`src/rtl/owacs_pkg.sv`:
```
// Types, codes and byte tables of the one-wire audio command sender.
`default_nettype none
package owacs_pkg;

	typedef enum logic [2:0] {
		OP_TICK       = 3'd0,
		OP_PLAY_TRACK = 3'd1,
		OP_STOP       = 3'd2,
		OP_VOLUME     = 3'd3,
		OP_LOOP       = 3'd4,
		OP_PLAY       = 3'd5,
		OP_PAUSE      = 3'd6,
		OP_NEXT       = 3'd7
	} cmd_t;

	typedef enum logic [2:0] {
		PH_IDLE  = 3'd0,
		PH_START = 3'd1,
		PH_LEAD  = 3'd2,
		PH_MARK  = 3'd3,
		PH_SPACE = 3'd4,
		PH_END   = 3'd5,
		PH_GAP   = 3'd6
	} phase_t;

	typedef enum logic [1:0] {
		PS_IDLE    = 2'd0,
		PS_PLAYING = 2'd1,
		PS_PAUSED  = 2'd2,
		PS_SENDING = 2'd3
	} play_t;

	localparam logic [7:0] CODE_CLEAR     = 8'h0A;
	localparam logic [7:0] CODE_PLAY_SPEC = 8'h0B;
	localparam logic [7:0] CODE_VOLUME    = 8'h0C;
	localparam logic [7:0] CODE_LOOP      = 8'h0E;
	localparam logic [7:0] CODE_PLAY      = 8'h11;
	localparam logic [7:0] CODE_PAUSE     = 8'h12;
	localparam logic [7:0] CODE_STOP      = 8'h13;
	localparam logic [7:0] CODE_NEXT      = 8'h15;

	localparam logic [13:0] VOLUME_MAX  = 14'd30;
	localparam logic [7:0]  START_TICKS = 8'd5;
	localparam logic [7:0]  LEAD_TICKS  = 8'd20;
	localparam logic [7:0]  LONG_TICKS  = 8'd3;
	localparam logic [7:0]  SHORT_TICKS = 8'd1;
	localparam logic [7:0]  END_TICKS   = 8'd5;

	localparam logic [7:0]  MAX_TRACKS_RST = 8'd10;
	localparam logic [7:0]  GAP_TICKS_RST  = 8'd100;

	// Config register indexes
	localparam logic CFG_MAX_TRACKS = 1'b0;
	localparam logic CFG_GAP_TICKS  = 1'b1;

	// Queue between front and back
	localparam int QDEPTH  = 4;
	localparam int QPTR_W  = $clog2(QDEPTH);
	localparam int QCNT_W  = $clog2(QDEPTH + 1);

	typedef struct packed {
		logic [2:0]  cmd;
		logic [13:0] value;
	} item_t;

	typedef struct packed {
		logic        line_level;
		logic        busy_res;
		logic [1:0]  play_state;
		logic [13:0] current_track;
		logic        dropped;
	} result_t;

	typedef struct packed {
		logic        is_cmd;
		cmd_t        cmd;
		logic [13:0] value;
	} q_item_t;

	typedef struct packed {
		logic [7:0] max_tracks;
		logic [7:0] gap_ticks;
	} cfg_t;

	// Decimal digits of the pending value, index 3 is thousands
	typedef logic [3:0][3:0] digits_t;

	function automatic logic [3:0] seq_length(cmd_t kind);
		logic [3:0] n;
		unique case (kind)
			OP_PLAY_TRACK: n = 4'd7;
			OP_VOLUME:     n = 4'd4;
			OP_LOOP:       n = 4'd3;
			default:       n = 4'd1;
		endcase
		return n;
	endfunction

	function automatic logic [7:0] seq_byte(cmd_t kind, logic [2:0] pos, logic [7:0] low,
			digits_t dig);
		logic [7:0] b;
		unique case (kind)
			OP_PLAY_TRACK: begin
				unique case (pos)
					3'd0:    b = CODE_STOP;
					3'd1:    b = CODE_CLEAR;
					3'd2:    b = {4'd0, dig[3]};
					3'd3:    b = {4'd0, dig[2]};
					3'd4:    b = {4'd0, dig[1]};
					3'd5:    b = {4'd0, dig[0]};
					default: b = CODE_PLAY_SPEC;
				endcase
			end
			OP_STOP: b = CODE_STOP;
			OP_VOLUME: begin
				unique case (pos)
					3'd0:    b = CODE_CLEAR;
					3'd1:    b = {4'd0, dig[1]};
					3'd2:    b = {4'd0, dig[0]};
					default: b = CODE_VOLUME;
				endcase
			end
			OP_LOOP: begin
				unique case (pos)
					3'd0:    b = CODE_CLEAR;
					3'd1:    b = low;
					default: b = CODE_LOOP;
				endcase
			end
			OP_PLAY:           b = CODE_PLAY;
			OP_PAUSE:          b = CODE_PAUSE;
			OP_TICK, OP_NEXT:  b = CODE_NEXT;
		endcase
		return b;
	endfunction

endpackage
`default_nettype wire

```
`src/rtl/owacs_front.sv`:
```
// Front end: accept items and classify them for the queue.
`default_nettype none
module owacs_front import owacs_pkg::*; (
	input  wire logic    push,
	input  wire item_t   item,
	input  wire logic    q_full,
	output logic         q_wr,
	output q_item_t      q_data
);

	cmd_t cmd;

	assign cmd = cmd_t'(item.cmd);

	always_comb begin
		q_wr          = push && !q_full;
		q_data.is_cmd = (cmd != OP_TICK);
		q_data.cmd    = cmd;
		// clamp volume here so the back end sees the final value
		if (cmd == OP_VOLUME && item.value > VOLUME_MAX) begin
			q_data.value = VOLUME_MAX;
		end else begin
			q_data.value = item.value;
		end
	end

endmodule
`default_nettype wire

```
`src/rtl/owacs_queue.sv`:
```
// Short queue between the front and back ends.
`default_nettype none
module owacs_queue import owacs_pkg::*; (
	input  wire logic    clk,
	input  wire logic    arst_n,
	input  wire logic    wr_en,
	input  wire q_item_t wr_data,
	output logic         q_full,
	input  wire logic    rd_en,
	output q_item_t      rd_data,
	output logic         q_empty
);

	q_item_t              mem_q [QDEPTH];
	logic [QPTR_W-1:0]    wr_ptr_q;
	logic [QPTR_W-1:0]    rd_ptr_q;
	logic [QCNT_W-1:0]    count_q;

	assign q_full  = (count_q == QCNT_W'(QDEPTH));
	assign q_empty = (count_q == '0);
	assign rd_data = mem_q[rd_ptr_q];

	always_ff @(posedge clk) begin
		if (wr_en) begin
			mem_q[wr_ptr_q] <= wr_data;
		end
	end

	always_ff @(posedge clk or negedge arst_n) begin
		if (!arst_n) begin
			wr_ptr_q <= '0;
			rd_ptr_q <= '0;
			count_q  <= '0;
		end else begin
			if (wr_en) begin
				wr_ptr_q <= wr_ptr_q + 1'b1;
			end
			if (rd_en) begin
				rd_ptr_q <= rd_ptr_q + 1'b1;
			end
			unique case ({wr_en, rd_en})
				2'b10:   count_q <= count_q + 1'b1;
				2'b01:   count_q <= count_q - 1'b1;
				default: count_q <= count_q;
			endcase
		end
	end

endmodule
`default_nettype wire

```
`src/rtl/owacs_back.sv`:
```
// Back end: byte sequencer, line timing, player state and result register.
`default_nettype none
module owacs_back import owacs_pkg::*; (
	input  wire logic    clk,
	input  wire logic    arst_n,
	input  wire cfg_t    cfg,
	input  wire q_item_t q_data,
	input  wire logic    q_empty,
	output logic         q_rd,
	output result_t      result,
	output logic         empty,
	input  wire logic    pop
);

	phase_t      phase_q, n_phase;
	cmd_t        kind_q, n_kind;
	play_t       pst_q, n_pst;
	logic [13:0] pend_q, n_pend;
	logic [13:0] track_q, n_track;
	logic [13:0] track_inc;
	logic [2:0]  pos_q, n_pos;
	logic [7:0]  shift_q, n_shift;
	logic [3:0]  bitc_q, n_bitc;
	logic [7:0]  tick_q, n_tick;
	logic [7:0]  limit;
	logic        busy, level, drop, take;
	logic        out_valid_q;
	result_t     out_q;

	// Digit pipeline: exact reciprocal multiplies, then remainders
	logic [29:0] prod10;
	logic [28:0] prod100, prod1000;
	logic [13:0] v_s1;
	logic [10:0] q10_s1;
	logic [7:0]  q100_s1;
	logic [4:0]  q1000_s1;
	logic [13:0] rem0;
	logic [10:0] rem1;
	logic [7:0]  rem2;
	logic [4:0]  rem3;
	digits_t     dig_s2;

	assign prod10   = 30'(pend_q) * 30'd52429;
	assign prod100  = 29'(pend_q) * 29'd20972;
	assign prod1000 = 29'(pend_q) * 29'd16778;

	always_ff @(posedge clk) begin
		v_s1     <= pend_q;
		q10_s1   <= prod10[29:19];
		q100_s1  <= prod100[28:21];
		q1000_s1 <= prod1000[28:24];
	end

	always_comb begin
		rem0 = v_s1 - 14'(q10_s1) * 14'd10;
		rem1 = q10_s1 - 11'(q100_s1) * 11'd10;
		rem2 = q100_s1 - 8'(q1000_s1) * 8'd10;
		rem3 = (q1000_s1 >= 5'd10) ? q1000_s1 - 5'd10 : q1000_s1;
	end

	always_ff @(posedge clk) begin
		dig_s2[0] <= rem0[3:0];
		dig_s2[1] <= rem1[3:0];
		dig_s2[2] <= rem2[3:0];
		dig_s2[3] <= rem3[3:0];
	end

	// Take a queued item whenever the result register frees up
	assign take  = !q_empty && (!out_valid_q || pop);
	assign q_rd  = take;
	assign empty = !out_valid_q;
	assign result = out_q;

	assign track_inc = track_q + 14'd1;

	always_comb begin
		n_kind  = kind_q;
		n_pend  = pend_q;
		n_pos   = pos_q;
		n_shift = shift_q;
		n_bitc  = bitc_q;
		n_phase = phase_q;
		n_tick  = tick_q;
		n_pst   = pst_q;
		n_track = track_q;
		drop    = 1'b0;
		level   = 1'b1;
		limit   = START_TICKS;

		if (q_data.is_cmd) begin
			if (kind_q != OP_TICK) begin
				drop = 1'b1;
			end else begin
				n_kind  = q_data.cmd;
				n_pend  = q_data.value;
				if (q_data.cmd == OP_PLAY_TRACK) begin
					n_track = q_data.value;
				end
				n_pos   = 3'd0;
				n_shift = seq_byte(q_data.cmd, 3'd0, q_data.value[7:0], dig_s2);
				n_bitc  = 4'd0;
				n_phase = PH_START;
				n_tick  = 8'd0;
			end
		end

		busy = (n_kind != OP_TICK);
		if (busy) begin
			if (n_phase == PH_IDLE) begin
				n_phase = PH_START;
			end
			level  = !(n_phase == PH_LEAD || n_phase == PH_SPACE);
			n_tick = n_tick + 8'd1;
			unique case (n_phase)
				PH_LEAD:  limit = LEAD_TICKS;
				PH_MARK:  limit = n_shift[0] ? LONG_TICKS : SHORT_TICKS;
				PH_SPACE: limit = n_shift[0] ? SHORT_TICKS : LONG_TICKS;
				PH_END:   limit = END_TICKS;
				PH_GAP:   limit = (cfg.gap_ticks == 8'd0) ? 8'd1 : cfg.gap_ticks;
				default:  limit = START_TICKS;
			endcase
			if (n_tick >= limit) begin
				n_tick = 8'd0;
				unique case (n_phase)
					PH_LEAD:  n_phase = PH_MARK;
					PH_MARK:  n_phase = PH_SPACE;
					PH_SPACE: begin
						n_shift = n_shift >> 1;
						n_bitc  = n_bitc + 4'd1;
						n_phase = (n_bitc >= 4'd8) ? PH_END : PH_MARK;
					end
					PH_END: begin
						if ({1'b0, n_pos} + 4'd1 < seq_length(n_kind)) begin
							n_phase = PH_GAP;
						end else begin
							// last byte done: apply the command
							unique case (n_kind)
								OP_PLAY_TRACK, OP_PLAY: n_pst = PS_PLAYING;
								OP_STOP:                n_pst = PS_IDLE;
								OP_PAUSE:               n_pst = PS_PAUSED;
								OP_NEXT: begin
									n_pst   = PS_PLAYING;
									n_track = (track_inc > {6'd0, cfg.max_tracks}) ?
										14'd1 : track_inc;
								end
								default:                n_pst = pst_q;
							endcase
							n_kind  = OP_TICK;
							n_pos   = 3'd0;
							n_bitc  = 4'd0;
							n_phase = PH_IDLE;
						end
					end
					PH_GAP: begin
						n_pos   = n_pos + 3'd1;
						n_shift = seq_byte(n_kind, n_pos, n_pend[7:0], dig_s2);
						n_bitc  = 4'd0;
						n_phase = PH_START;
					end
					default:  n_phase = PH_LEAD;
				endcase
			end
		end
	end

	always_ff @(posedge clk or negedge arst_n) begin
		if (!arst_n) begin
			phase_q <= PH_IDLE;
		end else if (take) begin
			phase_q <= n_phase;
		end
	end

	always_ff @(posedge clk or negedge arst_n) begin
		if (!arst_n) begin
			kind_q      <= OP_TICK;
			pst_q       <= PS_IDLE;
			pend_q      <= 14'd0;
			track_q     <= 14'd1;
			pos_q       <= 3'd0;
			shift_q     <= 8'd0;
			bitc_q      <= 4'd0;
			tick_q      <= 8'd0;
			out_valid_q <= 1'b0;
		end else begin
			if (take) begin
				kind_q  <= n_kind;
				pst_q   <= n_pst;
				pend_q  <= n_pend;
				track_q <= n_track;
				pos_q   <= n_pos;
				shift_q <= n_shift;
				bitc_q  <= n_bitc;
				tick_q  <= n_tick;
			end
			if (take) begin
				out_valid_q <= 1'b1;
			end else if (pop) begin
				out_valid_q <= 1'b0;
			end
		end
	end

	always_ff @(posedge clk) begin
		if (take) begin
			out_q.line_level    <= level;
			out_q.busy_res      <= busy;
			out_q.play_state    <= busy ? PS_SENDING : n_pst;
			out_q.current_track <= n_track;
			out_q.dropped       <= drop;
		end
	end

endmodule
`default_nettype wire

```
`src/rtl/one_wire_audio_command_sender.sv`:
```
// Top level of the one-wire audio command sender.
//
// Input channel: one item per 200 us tick, a plain tick (cmd 0) or a command
// with its value. Push it while full is low; it transfers at that edge.
// Result channel: exactly one result per item, in order. While empty is low
// the oldest result sits on the result port; it transfers at an edge with pop.
// Configuration: write max_tracks (index 0) or gap_ticks (index 1) through
// cfg_we/cfg_index/cfg_data while no item is in flight.
// Throughput: one item per cycle, sustained, as long as results are popped.
// Path: an item that enters the empty block is registered in the queue, then
// crosses it and lands in the result register at the next edge.
// Each tick is one step of the back end sequencer, which sets the
// rate; decimal digits of a track or volume are worked out in a two-stage
// pipeline beside it, long before the first digit byte is due.
// Stall: while pop stays low the result register holds and the queue fills;
// full rises once four items wait, and nothing is lost.
// Reset: asynchronous, active low. The player is idle on track 1, the line is
// high, the queue and result register are empty, max_tracks is 10 and
// gap_ticks is 100.
`default_nettype none
module one_wire_audio_command_sender import owacs_pkg::*; (
	input  wire logic       clk,
	input  wire logic       arst_n,
	input  wire logic       push,
	output logic            full,
	input  wire item_t      item,
	output logic            empty,
	input  wire logic       pop,
	output result_t         result,
	input  wire logic       cfg_we,
	input  wire logic       cfg_index,
	input  wire logic [7:0] cfg_data
);

	cfg_t    cfg_q;
	logic    q_wr, q_rd, q_empty;
	q_item_t q_in, q_out;

	// Hold the configuration registers; writes land at once.
	always_ff @(posedge clk or negedge arst_n) begin
		if (!arst_n) begin
			cfg_q.max_tracks <= MAX_TRACKS_RST;
			cfg_q.gap_ticks  <= GAP_TICKS_RST;
		end else if (cfg_we) begin
			unique case (cfg_index)
				CFG_MAX_TRACKS: cfg_q.max_tracks <= cfg_data;
				CFG_GAP_TICKS:  cfg_q.gap_ticks  <= cfg_data;
			endcase
		end
	end

	// Classify and clamp each accepted item.
	owacs_front u_front (
		.push   (push),
		.item   (item),
		.q_full (full),
		.q_wr   (q_wr),
		.q_data (q_in)
	);

	// Decouple the input side from back end stalls.
	owacs_queue u_queue (
		.clk     (clk),
		.arst_n  (arst_n),
		.wr_en   (q_wr),
		.wr_data (q_in),
		.q_full  (full),
		.rd_en   (q_rd),
		.rd_data (q_out),
		.q_empty (q_empty)
	);

	// Advance the byte sequencer one tick per item and register the result.
	owacs_back u_back (
		.clk     (clk),
		.arst_n  (arst_n),
		.cfg     (cfg_q),
		.q_data  (q_out),
		.q_empty (q_empty),
		.q_rd    (q_rd),
		.result  (result),
		.empty   (empty),
		.pop     (pop)
	);

endmodule
`default_nettype wire

```
`config.mk`:
```
export PLATFORM = sky130hd
export DESIGN_NAME = one_wire_audio_command_sender
export DESIGN_NICKNAME = d
export VERILOG_FILES = /design/src/rtl/owacs_pkg.sv /design/src/rtl/owacs_front.sv /design/src/rtl/owacs_queue.sv /design/src/rtl/owacs_back.sv /design/src/rtl/one_wire_audio_command_sender.sv
export SDC_FILE = /design/constraint.sdc
export NUM_CORES = 1
export LEC_CHECK = 0
export BUFFER_PORTS_ARGS = -buffer_cell sky130_fd_sc_hd__buf_2
export CORE_UTILIZATION = 55
export DETAILED_ROUTE_END_ITERATION = 8
export GPL_TIMING_DRIVEN = 0
export MAX_ROUTING_LAYER = met4
export PLACE_DENSITY_LB_ADDON = 0.1
export SYNTH_ARGS = -nofsm -noshare
export SYNTH_HDL_FRONTEND = slang
export SYNTH_SLANG_ARGS = --single-unit
```
`constraint.sdc`:
```
create_clock -name clk -period 7.3 [get_ports clk]
set_clock_uncertainty 0.15 [all_clocks]
set_input_delay 1.46 -clock clk [delete_from_list [all_inputs] [get_ports clk]]
set_output_delay 1.46 -clock clk [all_outputs]
set_load 0.02 [all_outputs]
```
==> metrics.md <==
| Metric | Value |
|---|---|
| Post-Synth Adder-Cell Area | between 30% and 40% |
| Share of the synthesized area in the top cell type | 18.9% |
| # fillers | 2571 |
| Io pins | 52 |
| Die Ht | 180 µm |
| Hold Startpoint | u_back.v_s1[0]$_DFF_P_ |
| Die W | 180 µm |
| Clock transition at the registers of the reported paths | 70 ps |
| Sequential area share after synthesis | 31.4% |
| Post-Syn Area | 0.0174 mm² |
| DRC viols | 0 |
| Headroom to the max-slew limit | 28.5% |
| Number of synthesized flops with an enable pin | 91 |
| Hold-fix buffers, CTS | 0 |
| Post-route antenna net violation count | 0 |
| Clk root buf | clkbuf_16 |
| Crit Reg-Reg Startpoint | u_queue.rd_ptr_q[0]$_DFFE_PN0P_ |
| Crit-path max FO | 10 |
| Gpl congestion | ~0.91 |
| CP endpoint kind | register |
| Synth area leaders | ha_1 19%, edfxtp_1 16%, fa_1 16%, dfrtp_1 11%, inv_1 6.7% |
| First-pass GRT wire length | around 66000 µm |
| Minimum clock period | 6690 ps |
| Worst-Skew Late Latency | 520 ps |
| Initial core utilization | 56.4% |
| Final layout net count | between 2000 and 2500 |
| Min Hold Slack | about 190 ps |
| FFs w/ async S/R, synth | 40.1% |
| Synth Area in Simple Gates | 8.89% |
| CTS Sinks | 207 |
| Area leader, netlist | ha_1 |
| FF+latch count, synth | 207 |
| Hold Crit Depth | 0 |
| Crit path required time | 7390 ps |
| Complex-gate fraction of the synthesized area | between 10 and 15% |
| Post-Synth XOR/XNOR Area | 2.91% |
| Slew @ Worst Pin | 1060 ps |
| Dpl cells | 2105 |
| Number of global-route vias before repair | 12400 |
| Number of diodes | 0 |
| Post-synth cell types | 77 |
| Status | finished, final reports clean |
| Clock buffer depth | 3 |
| Ys Warns | 0 |
| WP data arrival | 6780 ps |
| Core area | 0.0309 mm² |
| Area after DPL | about 0.018 mm² |
| Vias post-DR | 12000 |
| Initial drt markers | 783 |
| Share of layout cells above drive strength 1 | a little under a tenth |
| Slew Limit Fails | 0 |
| Avg Synthesized Cell Area | 10.5 µm² |
| Post-DR wirelength/cell | 18.8 µm |
| Fin. Hold Viols | 0 |
| Synthesis-to-layout area growth | 9.21% |
| Vias per cell | between 5 and 6 |
| Mapped Nets | 2087 |
| Total CTS buffers | 24 |
| Row cnt | 64 |
| Mapped Cells | between 1500 and 2000 |
| Worst Setup Start Kind | register |
| Multiplexer share of the synthesized area | around 3.6% |
| Worst Setup SP | u_queue.rd_ptr_q[0]$_DFFE_PN0P_ |
| CTS tree | yes |
| Setup TNS | 0 ps |
| Total wire length | around 41000 µm |
| Max-cap violations | 0 |
| Largest family of logic cells by synthesized area | adder cells |
| Worst reg-to-reg path cell count | 23 |
| Number of iterations in the first detailed-routing pass | 5 |
| Unrepaired setup endpoints after global routing | no |
| Initial antenna violation count | 2 |
| Finished Layout Cells | ~2200 |
| Post-DP HPWL | 31900 µm |
| Fmax | about 150 MHz |
| Worst Hold Class | register to register |
| Largest net degree at the start of global routing | 64 |
| Die ar. | 0.0324 mm² |
| GRT Util Overall | approximately 27% |
| Synth Flop Type | edfxtp_1 |
| Fin area | 0.0190 mm² |
| Final setup fails | 0 |
| H-tree levels | 1 |
| Period utilisation layout | 91.6% |
| Aggregate global routing overflow | 0 |
| Port-buffer cells | 51 |
| Kind of critical path | register to register |
[worst paths after layout]
path | end | slack, ps
min in group asynchronous | u_back.pst_q[1]$_DFFE_PN0P_ | 680
max in group asynchronous | u_back.track_q[0]$_DFFE_PN1P_ | 5660
hold / removal | u_back.dig_s2[0]$_DFF_P_ | 190
setup reg to reg | u_back.result[6]$_DFFE_PP_ | 610
setup / recovery | u_back.result[6]$_DFFE_PP_ | 610
hold reg to reg | u_back.dig_s2[0]$_DFF_P_ | 190
[layout by cell type (no fill, tap or decap), types with 20 or more instances in the layout]
master,synthesis,layout
nor3_1,27,27
xnor2_1,40,40
inv_1,310,310
edfxtp_1,91,91
nand2_1,109,109
buf_2,4,54
clkbuf_16,0,28
fa_1,136,136
a21o_1,20,20
clkbuf_1,31,34
nand3_1,23,23
ha_1,263,263
a21oi_1,66,66
nor2_1,57,57
o21ai_0,68,68
dfxtp_1,33,33
and2_1,26,26
dfrtp_1,77,77
[cells in the mapped netlist (all sizes together), types with 4 or more instances]
cell type	count
a2111oi	5
a211oi	11
a21boi	4
a21o	20
a21oi	67
a221oi	8
a22o	13
a22oi	12
a31oi	9
and2	26
and3	6
buf	14
clkbuf	31
dfrtp	77
dfstp	6
dfxtp	33
edfxtp	91
fa	136
ha	263
inv	311
mux2	14
mux2i	6
mux4	18
nand2	109
nand2b	15
nand3	23
nand3b	5
nand4	10
nor2	57
nor2b	9
nor3	29
nor3b	5
nor4	5
o211ai	7
o21a	11
o21ai	73
o22a	5
o22ai	5
o2bb2a	4
o311ai	5
o31ai	6
or3	4
xnor2	40
xor2	18
[state kept, by name, indices dropped and copies added, names as in the netlist, 3 cells and up]
signal,count
u_back.q1000_s1,5
u_back.kind_q,3
u_back.q10_s1,4
u_back.pos_q,3
u_back.shift_q,8
u_back.pend_q,14
u_back.v_s1,4
u_back.tick_q,8
u_queue.count_q,3
u_back.dig_s2,16
u_back.phase_q,3
u_back.q100_s1,4
u_back.track_q,14
u_back.result,19
cfg_q,16
u_back.bitc_q,4
u_queue.mem_q,72
[layout make-up]
type	instances	area [µm²]	share of cell area, %
Multi-Input combinational cell	1094	10600	55.6
Tap cell	396	495	2.60
Inverter	311	1170	6.13
Clock buffer	35	737	3.87
Clock inverter	9	62.6	0.328
Timing Repair Buffer	55	308	1.62
Buffer	45	211	1.11
Sequential cell	207	5480	28.8
[cells by family (layout without fill, tap and decap cells)]
family	count (synthesis)	after routing
adder cells (fa/ha/maj)	399	399
buffers and inverters	356	455
AND/OR/NAND/NOR	315	315
AO/OA/AOI/OAI	284	284
flip-flops	207	207
XOR/XNOR	58	58
multiplexers	38	38
[stage by stage]
stage / worst slack [ps] / util [%]
final: 611 / 61.6
after global placement: 305 / 58.9
after floorplan: 1850 / -
after detailed placement: 292 / 59.0
after global routing: 127 / 61.6
after CTS: 272 / 61.5
[repair_timing]
action | 4_1_cts | 5_1_grt
resized for setup | 0 | 4
endpoints found under the setup margin | 0 | 13
buffers inserted | 0 | 3
[critical path, stage by stage, from the launching register on]
cell	delay (ps)
dfrtp_1	390
buf_6	200
mux4_2	640
nand2_1	390
clkbuf_2	340
buf_1	450
clkbuf_2	350
and2_1	210
ha_1	250
and3_1	250
nand4_1	180
nand3_1	120
o21ai_0	100
ha_1	320
o211a_1	240
o21ai_0	70
o21a_1	150
and2_1	120
clkbuf_1	440
nor2_1	140
nand4_1	160
clkbuf_1	390
o2bb2a_1	230
o311ai_1	120
[per-layer routing]
metal	vias up	share of wire, %	track usage [%]
met3	55	5.0	3.42
li1	5790	-	-
met2	279	47	42.9
met1	5879	47	36.9
met5	-	0	-
met4	0	1.8	5.06
Power is not shown: default switching activity piles up to over one toggle a cycle in this logic, so the estimate is an artifact.
